<file path="src/design/sfr_pkg.sv">
// Shared types, codes and constants of the serial frame receiver.
`default_nettype none

package sfr_pkg;

  localparam logic [7:0]  SYNC_BYTE     = 8'hFF;
  localparam logic [7:0]  SUM_GOOD      = 8'hFF;
  localparam logic [15:0] RECV_BASE     = 16'd100;
  localparam logic [5:0]  MAX_RECEIVERS = 6'd32;

  localparam int unsigned CFG_IDX_W  = 3;
  localparam int unsigned CFG_DATA_W = 16;
  localparam int unsigned IN_DATA_W  = 8;
  localparam int unsigned OUT_DATA_W = 72;

  typedef enum logic [CFG_IDX_W-1:0] {
    CFG_MAX_PAYLOAD = 3'd0,
    CFG_NEGO_TOPIC  = 3'd1,
    CFG_TIME_TOPIC  = 3'd2,
    CFG_PARAM_TOPIC = 3'd3,
    CFG_RECV_COUNT  = 3'd4
  } cfg_idx_e;

  typedef enum logic [2:0] {
    ST_SYNC1    = 3'd0,
    ST_SYNC2    = 3'd1,
    ST_TOPIC_LO = 3'd2,
    ST_TOPIC_HI = 3'd3,
    ST_LEN_LO   = 3'd4,
    ST_LEN_HI   = 3'd5,
    ST_PAYLOAD  = 3'd6,
    ST_SUM      = 3'd7
  } parse_state_e;

  typedef enum logic [2:0] {
    STAT_OK       = 3'd0,
    STAT_CSUM_BAD = 3'd1,
    STAT_TOO_BIG  = 3'd2,
    STAT_SYNC_ERR = 3'd3,
    STAT_UNKNOWN  = 3'd4
  } status_e;

  typedef enum logic [2:0] {
    CLS_NEGO  = 3'd0,
    CLS_TIME  = 3'd1,
    CLS_PARAM = 3'd2,
    CLS_RECV  = 3'd3,
    CLS_OTHER = 3'd4
  } topic_class_e;

  localparam logic KIND_PAYLOAD = 1'b0;
  localparam logic KIND_EVENT   = 1'b1;

  typedef struct packed {
    logic [15:0] max_payload;
    logic [15:0] nego_topic;
    logic [15:0] time_topic;
    logic [15:0] param_topic;
    logic [5:0]  recv_count;
  } sfr_cfg_t;

  typedef struct packed {
    logic         kind;
    logic [7:0]   data_byte;
    logic [15:0]  byte_index;
    logic [15:0]  topic;
    logic [15:0]  payload_length;
    status_e      status;
    topic_class_e topic_class;
    logic [4:0]   receiver_slot;
  } sfr_result_t;

endpackage

`default_nettype wire

</file>
<file path="src/design/sfr_parser.sv">
// Input register and frame parser state machine with topic classification.
`default_nettype none

module sfr_parser
  import sfr_pkg::*;
(
  input  wire logic        clk_i,
  input  wire logic        rst_ni,
  input  wire logic        in_valid_i,
  input  wire logic [7:0]  in_byte_i,
  output logic             in_ready_o,
  input  wire sfr_cfg_t    cfg_i,
  input  wire logic        res_ready_i,
  output logic             res_valid_o,
  output sfr_result_t      res_o
);

  logic         hold_valid_q, hold_valid_d;
  logic [7:0]   hold_byte_q;
  logic         consume;

  parse_state_e state_q, state_d;
  logic [15:0]  topic_q, topic_d;
  logic [15:0]  left_q, left_d;
  logic [15:0]  pos_q, pos_d;
  logic [15:0]  len_q, len_d;
  logic [7:0]   sum_q, sum_d;

  logic [7:0]   b;
  logic [7:0]   sum_add;
  logic [15:0]  len_full;
  logic [15:0]  left_dec;
  logic [5:0]   recv_lim;
  logic [15:0]  recv_off;
  topic_class_e cls;
  logic [4:0]   slot;
  logic         res_hit;

  assign consume     = hold_valid_q && res_ready_i;
  assign in_ready_o  = !hold_valid_q || res_ready_i;
  assign b           = hold_byte_q;
  assign sum_add     = sum_q + b;
  assign len_full    = {b, len_q[7:0]};
  assign left_dec    = left_q - 16'd1;
  assign res_valid_o = consume && res_hit;

  // Hold the accepted byte until the parser takes it.
  always_comb begin
    hold_valid_d = hold_valid_q;
    if (in_valid_i && in_ready_o) begin
      hold_valid_d = 1'b1;
    end else if (consume) begin
      hold_valid_d = 1'b0;
    end
  end

  always_ff @(posedge clk_i or negedge rst_ni) begin
    if (!rst_ni) begin
      hold_valid_q <= 1'b0;
    end else begin
      hold_valid_q <= hold_valid_d;
    end
  end

  always_ff @(posedge clk_i) begin
    if (in_valid_i && in_ready_o) begin
      hold_byte_q <= in_byte_i;
    end
  end

  // Classify the frame topic; receiver slots start at topic 100.
  assign recv_lim = (cfg_i.recv_count > MAX_RECEIVERS) ? MAX_RECEIVERS : cfg_i.recv_count;
  assign recv_off = topic_q - RECV_BASE;

  always_comb begin
    slot = 5'd0;
    priority if (topic_q == cfg_i.nego_topic) begin
      cls = CLS_NEGO;
    end else if (topic_q == cfg_i.time_topic) begin
      cls = CLS_TIME;
    end else if (topic_q == cfg_i.param_topic) begin
      cls = CLS_PARAM;
    end else if (topic_q >= RECV_BASE && recv_off < {10'd0, recv_lim}) begin
      cls  = CLS_RECV;
      slot = recv_off[4:0];
    end else begin
      cls = CLS_OTHER;
    end
  end

  always_comb begin
    state_d = state_q;
    topic_d = topic_q;
    left_d  = left_q;
    pos_d   = pos_q;
    len_d   = len_q;
    sum_d   = sum_add;
    res_hit = 1'b0;
    res_o   = '{kind: KIND_EVENT, data_byte: 8'd0, byte_index: 16'd0, topic: 16'd0,
                payload_length: 16'd0, status: STAT_OK, topic_class: CLS_NEGO,
                receiver_slot: 5'd0};
    unique case (state_q)
      ST_SYNC1, ST_SYNC2: begin
        if (b == SYNC_BYTE) begin
          state_d = (state_q == ST_SYNC1) ? ST_SYNC2 : ST_TOPIC_LO;
        end else begin
          state_d           = ST_SYNC1;
          sum_d             = 8'd0;
          res_hit           = 1'b1;
          res_o.status      = STAT_SYNC_ERR;
          res_o.topic_class = CLS_OTHER;
        end
      end
      ST_TOPIC_LO: begin
        sum_d   = b;
        topic_d = {8'd0, b};
        state_d = ST_TOPIC_HI;
      end
      ST_TOPIC_HI: begin
        topic_d = {b, topic_q[7:0]};
        state_d = ST_LEN_LO;
      end
      ST_LEN_LO: begin
        len_d   = {8'd0, b};
        state_d = ST_LEN_HI;
      end
      ST_LEN_HI: begin
        len_d  = len_full;
        left_d = len_full;
        pos_d  = 16'd0;
        if (len_full == 16'd0) begin
          state_d = ST_SUM;
        end else if (len_full <= cfg_i.max_payload) begin
          state_d = ST_PAYLOAD;
        end else begin
          // Oversize: report and restart the hunt.
          res_hit              = 1'b1;
          res_o.topic          = topic_q;
          res_o.payload_length = len_full;
          res_o.status         = STAT_TOO_BIG;
          res_o.topic_class    = cls;
          res_o.receiver_slot  = slot;
          state_d = ST_SYNC1;
          topic_d = 16'd0;
          left_d  = 16'd0;
          len_d   = 16'd0;
          sum_d   = 8'd0;
        end
      end
      ST_PAYLOAD: begin
        res_hit              = 1'b1;
        res_o.kind           = KIND_PAYLOAD;
        res_o.data_byte      = b;
        res_o.byte_index     = pos_q;
        res_o.topic          = topic_q;
        res_o.payload_length = len_q;
        pos_d  = pos_q + 16'd1;
        left_d = left_dec;
        if (left_dec == 16'd0) begin
          state_d = ST_SUM;
        end
      end
      ST_SUM: begin
        res_hit              = 1'b1;
        res_o.topic          = topic_q;
        res_o.payload_length = len_q;
        res_o.topic_class    = cls;
        res_o.receiver_slot  = slot;
        if (sum_add != SUM_GOOD) begin
          res_o.status = STAT_CSUM_BAD;
        end else if (cls == CLS_OTHER) begin
          res_o.status = STAT_UNKNOWN;
        end else begin
          res_o.status = STAT_OK;
        end
        state_d = ST_SYNC1;
        topic_d = 16'd0;
        left_d  = 16'd0;
        pos_d   = 16'd0;
        len_d   = 16'd0;
        sum_d   = 8'd0;
      end
      default: begin
        state_d = ST_SYNC1;
      end
    endcase
  end

  always_ff @(posedge clk_i or negedge rst_ni) begin
    if (!rst_ni) begin
      state_q <= ST_SYNC1;
      topic_q <= 16'd0;
      left_q  <= 16'd0;
      pos_q   <= 16'd0;
      len_q   <= 16'd0;
      sum_q   <= 8'd0;
    end else if (consume) begin
      state_q <= state_d;
      topic_q <= topic_d;
      left_q  <= left_d;
      pos_q   <= pos_d;
      len_q   <= len_d;
      sum_q   <= sum_d;
    end
  end

endmodule

`default_nettype wire

</file>
<file path="src/design/sfr_out_buf.sv">
// Two-entry output skid buffer for result items.
`default_nettype none

module sfr_out_buf
  import sfr_pkg::*;
(
  input  wire logic        clk_i,
  input  wire logic        rst_ni,
  input  wire logic        push_valid_i,
  input  wire sfr_result_t push_data_i,
  output logic             push_ready_o,
  output logic             pop_valid_o,
  output sfr_result_t      pop_data_o,
  input  wire logic        pop_ready_i
);

  logic        main_valid_q, main_valid_d;
  logic        skid_valid_q, skid_valid_d;
  sfr_result_t main_q, main_d;
  sfr_result_t skid_q, skid_d;
  logic        push, pop;

  assign push_ready_o = !skid_valid_q;
  assign push         = push_valid_i && push_ready_o;
  assign pop          = main_valid_q && pop_ready_i;
  assign pop_valid_o  = main_valid_q;
  assign pop_data_o   = main_q;

  always_comb begin
    main_valid_d = main_valid_q;
    skid_valid_d = skid_valid_q;
    main_d       = main_q;
    skid_d       = skid_q;
    if (pop) begin
      if (skid_valid_q) begin
        main_d       = skid_q;
        skid_valid_d = 1'b0;
      end else if (push) begin
        main_d = push_data_i;
      end else begin
        main_valid_d = 1'b0;
      end
    end else if (push) begin
      if (!main_valid_q) begin
        main_d       = push_data_i;
        main_valid_d = 1'b1;
      end else begin
        skid_d       = push_data_i;
        skid_valid_d = 1'b1;
      end
    end
  end

  always_ff @(posedge clk_i or negedge rst_ni) begin
    if (!rst_ni) begin
      main_valid_q <= 1'b0;
      skid_valid_q <= 1'b0;
    end else begin
      main_valid_q <= main_valid_d;
      skid_valid_q <= skid_valid_d;
    end
  end

  always_ff @(posedge clk_i) begin
    main_q <= main_d;
    skid_q <= skid_d;
  end

endmodule

`default_nettype wire

</file>
<file path="src/design/serial_frame_receiver_top.sv">
// Top level of the serial frame receiver: config registers, parser, output buffer.
// Usage:
//   Feed one received serial byte per item on the s_axis channel. The block
//   hunts for frames (two 0xFF sync bytes, little-endian topic and length,
//   payload, checksum) and emits at most one result item per input byte on
//   m_axis. A result with tuser 0 is a payload byte with its index; tuser 1
//   is a frame-end or error event carrying status and topic class. Drop
//   payload bytes downstream unless the following frame-end status is ok.
//   A sync error event is produced for each byte that fails sync.
// Throughput: one byte per cycle while m_axis is not stalled; the parser update
//   is combinational logic between the input hold register and the result buffer.
// Path: an accepted byte passes the hold register, then the output buffer
//   register, before its result is on m_axis.
// Stall: when m_axis_tready_i is low the two-entry output buffer fills, the
//   hold register keeps its byte and s_axis_tready_o drops; nothing is lost.
// Reset: rst_ni clears the parser to waiting for the first sync byte and
//   loads the config registers with their defaults; no item is held.
// Config: write cfg_wdata_i to register cfg_idx_i when cfg_we_i is high;
//   write only while the block is idle.
`default_nettype none

module serial_frame_receiver_top
  import sfr_pkg::*;
(
  input  wire logic                  clk_i,
  input  wire logic                  rst_ni,
  // tdata: rx_byte[7:0]
  input  wire logic [IN_DATA_W-1:0]  s_axis_tdata_i,
  input  wire logic                  s_axis_tvalid_i,
  output logic                       s_axis_tready_o,
  // tdata: data_byte[7:0], byte_index[23:8], topic[39:24], payload_length[55:40],
  //        status[58:56], topic_class[61:59], receiver_slot[66:62], zero[71:67]
  output logic [OUT_DATA_W-1:0]      m_axis_tdata_o,
  // tuser: kind[0]
  output logic                       m_axis_tuser_o,
  output logic                       m_axis_tvalid_o,
  input  wire logic                  m_axis_tready_i,
  input  wire logic                  cfg_we_i,
  input  wire logic [CFG_IDX_W-1:0]  cfg_idx_i,
  input  wire logic [CFG_DATA_W-1:0] cfg_wdata_i
);

  sfr_cfg_t    cfg_q, cfg_d;
  logic        res_valid, res_ready;
  sfr_result_t res, out_res;

  // Config register file; writes outside the list are ignored.
  always_comb begin
    cfg_d = cfg_q;
    if (cfg_we_i) begin
      unique case (cfg_idx_i)
        CFG_MAX_PAYLOAD: cfg_d.max_payload = cfg_wdata_i;
        CFG_NEGO_TOPIC:  cfg_d.nego_topic  = cfg_wdata_i;
        CFG_TIME_TOPIC:  cfg_d.time_topic  = cfg_wdata_i;
        CFG_PARAM_TOPIC: cfg_d.param_topic = cfg_wdata_i;
        CFG_RECV_COUNT:  cfg_d.recv_count  = cfg_wdata_i[5:0];
        default:         cfg_d = cfg_q;
      endcase
    end
  end

  always_ff @(posedge clk_i or negedge rst_ni) begin
    if (!rst_ni) begin
      cfg_q.max_payload <= 16'd512;
      cfg_q.nego_topic  <= 16'd0;
      cfg_q.time_topic  <= 16'd10;
      cfg_q.param_topic <= 16'd6;
      cfg_q.recv_count  <= 6'd0;
    end else begin
      cfg_q <= cfg_d;
    end
  end

  sfr_parser u_parser (
    .clk_i       (clk_i),
    .rst_ni      (rst_ni),
    .in_valid_i  (s_axis_tvalid_i),
    .in_byte_i   (s_axis_tdata_i),
    .in_ready_o  (s_axis_tready_o),
    .cfg_i       (cfg_q),
    .res_ready_i (res_ready),
    .res_valid_o (res_valid),
    .res_o       (res)
  );

  sfr_out_buf u_out_buf (
    .clk_i        (clk_i),
    .rst_ni       (rst_ni),
    .push_valid_i (res_valid),
    .push_data_i  (res),
    .push_ready_o (res_ready),
    .pop_valid_o  (m_axis_tvalid_o),
    .pop_data_o   (out_res),
    .pop_ready_i  (m_axis_tready_i)
  );

  // Pack the result fields, lowest first, and zero-fill to a byte boundary.
  assign m_axis_tuser_o = out_res.kind;
  assign m_axis_tdata_o = {5'd0, out_res.receiver_slot, out_res.topic_class,
                           out_res.status, out_res.payload_length, out_res.topic,
                           out_res.byte_index, out_res.data_byte};

endmodule

`default_nettype wire

</file>
<file path="config.mk">
export PLATFORM = sky130hd
export DESIGN_NAME = serial_frame_receiver_top
export DESIGN_NICKNAME = d
export VERILOG_FILES = /design/src/design/sfr_pkg.sv /design/src/design/sfr_parser.sv /design/src/design/sfr_out_buf.sv /design/src/design/serial_frame_receiver_top.sv
export SDC_FILE = /design/constraint.sdc
export NUM_CORES = 1
export LEC_CHECK = 0
export BUFFER_PORTS_ARGS = -buffer_cell sky130_fd_sc_hd__buf_2
export CAP_MARGIN = 20
export CORE_ASPECT_RATIO = 1.75
export CORE_MARGIN = 3
export CORE_UTILIZATION = 55
export DETAILED_ROUTE_END_ITERATION = 16
export PLACE_DENSITY = 0.76
export SLEW_MARGIN = 20
export SYNTH_ARGS = -nofsm -noshare
export SYNTH_HDL_FRONTEND = slang
export SYNTH_SLANG_ARGS = --single-unit
</file>
<file path="constraint.sdc">
create_clock -name clk_i -period 7.21 [get_ports clk_i]
set_clock_uncertainty 0.2 [all_clocks]
set_input_delay 1.0815 -clock clk_i [delete_from_list [all_inputs] [get_ports clk_i]]
set_output_delay 1.0815 -clock clk_i [all_outputs]
set_load 0.05 [all_outputs]
</file>
==> out/qor.log <==
INFO  logic_synthesis synth_xor_area_frac=0.0447
INFO  clock_tree     cts_clk_pin_slew_worst_paths=70ps
INFO  clock_tree     cts_root_buffer=clkbuf_16
INFO  outcome        status=completed
INFO  clock_tree     post_cts_resized=0
INFO  layout         area_delta_synth_final=12.5%
INFO  die            core=24700µm²
INFO  sta            fmax=0.222GHz
INFO  worst_setup_path critPathLaunchType=flip-flop
INFO  global_route   grt_start_max_net_pins=81
INFO  worst_hold_path min-delay-start=cfg_q[0]
INFO  placed_design  post-dp-hpwl=23800µm
INFO  clock_tree     cts.sinks=292
INFO  die            start_util=0.563
INFO  layout         design.final.nets=1329
INFO  placed_design  place_congestion=0.912
INFO  logic_synthesis yosysWarningCount=0
INFO  logic_synthesis synth.lib_cells_used.distinct=70
INFO  route          drt_iter0_markers=906
INFO  worst_setup_path end_kind=flip-flop
INFO  global_route   grt_pass1_wl=53400µm
INFO  logic_synthesis post_synth_inst_count=1196
INFO  worst_hold_path min_delay_path_depth=1
INFO  job            drv_cap=0
INFO  worst_setup_path criticalPathCategory=reg -> reg
INFO  route          dr.pass1.iters=6
INFO  sta            setup_total_negative_slack=0ps
INFO  sta            worst_pin_slew=1110ps
INFO  global_route   via_count_of_the_first_global_routing_pass=9665
INFO  logic_synthesis synth_compound_area_frac=0.115
INFO  route          routed_wirelength=33800µm
INFO  worst_hold_path min_delay_worst_endpoint=cfg_q[0]
INFO  pwr            power_per_cell_area=346nW/µm²
INFO  logic_synthesis yosysSeqAreaShare=0.577
INFO  layout         num_antenna_cells=0
INFO  global_route   grt-ovfl-total=0
INFO  sta            timing.hold.ws=301ps
INFO  sta            final_min_period_over_clock_period=0.623
INFO  worst_setup_path reg2regPathDepth=8
INFO  sta            finalHoldViolCount=0
INFO  sta            setup_viol=0
INFO  clock_tree     cts_hold_buf=0
INFO  worst_setup_path reg2reg_setup_slack=2710ps
INFO  logic_synthesis yosys-mux-area-fraction=0.0638
INFO  die            std_cell_rows=76
INFO  route          ant_nets=0
INFO  route          wire_per_inst=21.2µm
INFO  layout         finish.instance_area=15700µm²
INFO  clock_tree     post-cts-setup-buffer-count=0
INFO  die            die_w=126µm
INFO  logic_synthesis synth_top_family_by_area=simple AND/OR/NAND/NOR gates
INFO  worst_setup_path worst_reg2reg_path_endpoint=u_out_buf.pop_data_o[15]
INFO  placed_design  io_buffer_count=101
INFO  logic_synthesis synth_edf_count=144
INFO  pwr            leakagePower=6.46nW
INFO  clock_tree     tritoncts_clock_tree=built
INFO  sta            max_slew_headroom=0.252
INFO  clock_tree     tritoncts.num_buffers=27
INFO  route          detail_route.drc_violations=0
INFO  clock_tree     clk_lat_worst_skew=550ps
INFO  placed_design  detailed_place.area=14700µm²
INFO  layout         ratio_of_cells_with_drive_above_1_in_the_final_layout=0.203
INFO  logic_synthesis synth_area=13900µm²
INFO  die            floorplan.die.height=216µm
INFO  clock_tree     cts.htree.levels=1
INFO  logic_synthesis synth-main-ff-cell=edfxtp_1
INFO  global_route   initial_antenna_violation_count=0
INFO  logic_synthesis synth-async-reset-ratio=0.507
INFO  die            boundaryPins=107
INFO  logic_synthesis ys_ff_latch=292
INFO  pwr            power.ir.vdd_worst=0.000357V
INFO  sta            min_period=4500ps
INFO  logic_synthesis synth_simple_gate_area_frac=0.133
INFO  logic_synthesis synthAdderAreaFrac=0.0311
INFO  logic_synthesis synth_area_per_cell=11.6µm²
INFO  sta            finalMaxSlewViolations=0
INFO  die            floorplan.die_area=27300µm²
INFO  worst_setup_path required=7190ps
INFO  route          vias_per_cell=6.12
INFO  clock_tree     cts.path.max_buffers=3
INFO  route          dr_total_vias=9764
INFO  worst_setup_path data_arrival_at_the_endpoint_of_the_critical_path=4470ps
INFO  sta            grt_setup_unrepaired=no
INFO  worst_hold_path worstHoldPathType=reg -> reg
INFO  global_route   total_routing_usage_reported_by_global_routing=0.248
INFO  worst_setup_path r2r_start=u_parser.b[7]
INFO  worst_setup_path cp_max_fo=68
## cells in the mapped netlist, drive strengths merged, types with 11 or more instances
master  count  area share
xor2       29       0.018
o21ai      76       0.027
edfxtp    144        0.31
o31ai      11      0.0074
clkbuf     58       0.016
nand4      21      0.0094
ha         33       0.030
nor2b      26       0.012
a21oi      29       0.011
nor2       59       0.016
inv        40       0.011
nand3      16      0.0058
a31oi      13      0.0069
and2       28       0.013
nand2     130       0.035
buf        22      0.0085
dfrtp     143        0.26
nor3       20      0.0072
mux2       78       0.063
xnor2      42       0.026
nor4       23       0.011
a22o       24       0.015
## area by class of cell
type | instances | area (µm²)
Clock buffer | 39 | 782
Clock inverter | 11 | 161
Fill cell | 1957 | 9070
Inverter | 40 | 150
Multi-Input combinational cell | 788 | 5490
Sequential cell | 292 | 8030
Tap cell | 312 | 390
Timing Repair Buffer | 114 | 639
## registers in the layout (all words and copies together), names as in the netlist, 3 cells and up
| signal | cells |
|---|---|
| u_parser.topic_q | 16 |
| u_parser.sum_q | 8 |
| u_parser.b | 8 |
| u_out_buf.skid_q | 68 |
| u_parser.pos_q | 16 |
| u_parser.state_q | 3 |
| u_out_buf.pop_data_o | 68 |
| u_parser.len_q | 16 |
| u_parser.left_q | 16 |
| cfg_q | 70 |
## layer usage
layer	wire (µm)	track usage	up-vias
met5	0	0	-
met4	2070	0.141	0
li1	-	-	4475
met3	1770	0.0306	122
met2	17900	0.443	390
met1	12100	0.283	4777
## cell families after synthesis
group / Yosys count
mux: 79
flops: 292
other cells: 1
xor+xnor: 71
simple gates: 368
compound gates: 231
fa+ha+maj: 34
buf+inv: 120
## power breakdown
group | switching (W) | total (W) | internal, W
clock network | 0.000616 | 0.00151 | 0.000898
registers | 0.000160 | 0.00233 | 0.00217
logic | 0.00115 | 0.00158 | 0.000428
total | 0.00193 | 0.00542 | 0.00350
## critical path, cell delays in order (launching register included)
cell      delay, ps
edfxtp_1        590
ha_1            390
nand4_1         170
or4_1           580
a21o_1          210
a31oi_4         600
a21oi_1         330
o31ai_4         270
buf_4           670
## how the worst max path moves through the flow
stage                       start                       end  slack [ps]  depth (start not counted)
floorplan           u_parser.b[5]   u_out_buf.pop_data_o[0]        1390                          7
global placement    u_parser.b[5]  u_out_buf.pop_data_o[31]        2850                          8
detailed placement  u_parser.b[7]  u_out_buf.pop_data_o[31]        2750                          8
CTS                 u_parser.b[7]   u_out_buf.pop_data_o[1]        2750                          8
global route        u_parser.b[7]  u_out_buf.pop_data_o[13]        2550                          8
finish              u_parser.b[7]  u_out_buf.pop_data_o[15]        2710                          8
## layout by cell type (no fill, tap or decap), drive strengths merged, types with 5 or more instances in the layout
master / Yosys / final
edfxtp: 144 / 144
o2111ai: 5 / 5
xnor2: 42 / 42
ha: 33 / 33
o31ai: 11 / 11
clkbuf: 58 / 40
o21ai: 76 / 76
dfrtp: 143 / 143
and2: 28 / 28
nor2: 59 / 59
xor2: 29 / 29
nand2: 130 / 130
a21o: 9 / 9
mux2: 78 / 78
buf: 22 / 113
conb: 1 / 5
and4: 5 / 5
o211ai: 8 / 8
a32oi: 8 / 8
nand2b: 9 / 9
nor2b: 26 / 26
nand3: 16 / 16
nor3: 20 / 20
and3: 5 / 5
dfstp: 5 / 5
nand4: 21 / 21
a22o: 24 / 24
a21oi: 29 / 29
inv: 40 / 42
nor4: 23 / 23
a31oi: 13 / 13
a211oi: 6 / 6
o221ai: 5 / 5
a221o: 9 / 9
## per-stage QoR
step | worst slack (ps) | util | power, W | cells
final | 2710 | 0.633 | 0.00542 | 1596
after global placement | 2850 | 0.593 | 0.00391 | 1543
after detailed placement | 2750 | 0.593 | 0.00395 | 1543
after floorplan | 1390 | - | 0.00355 | 1200
after global routing | 2550 | 0.633 | 0.00566 | 1596
after CTS | 2750 | 0.631 | 0.00546 | 1593
(Power assumes the default switching activity.)
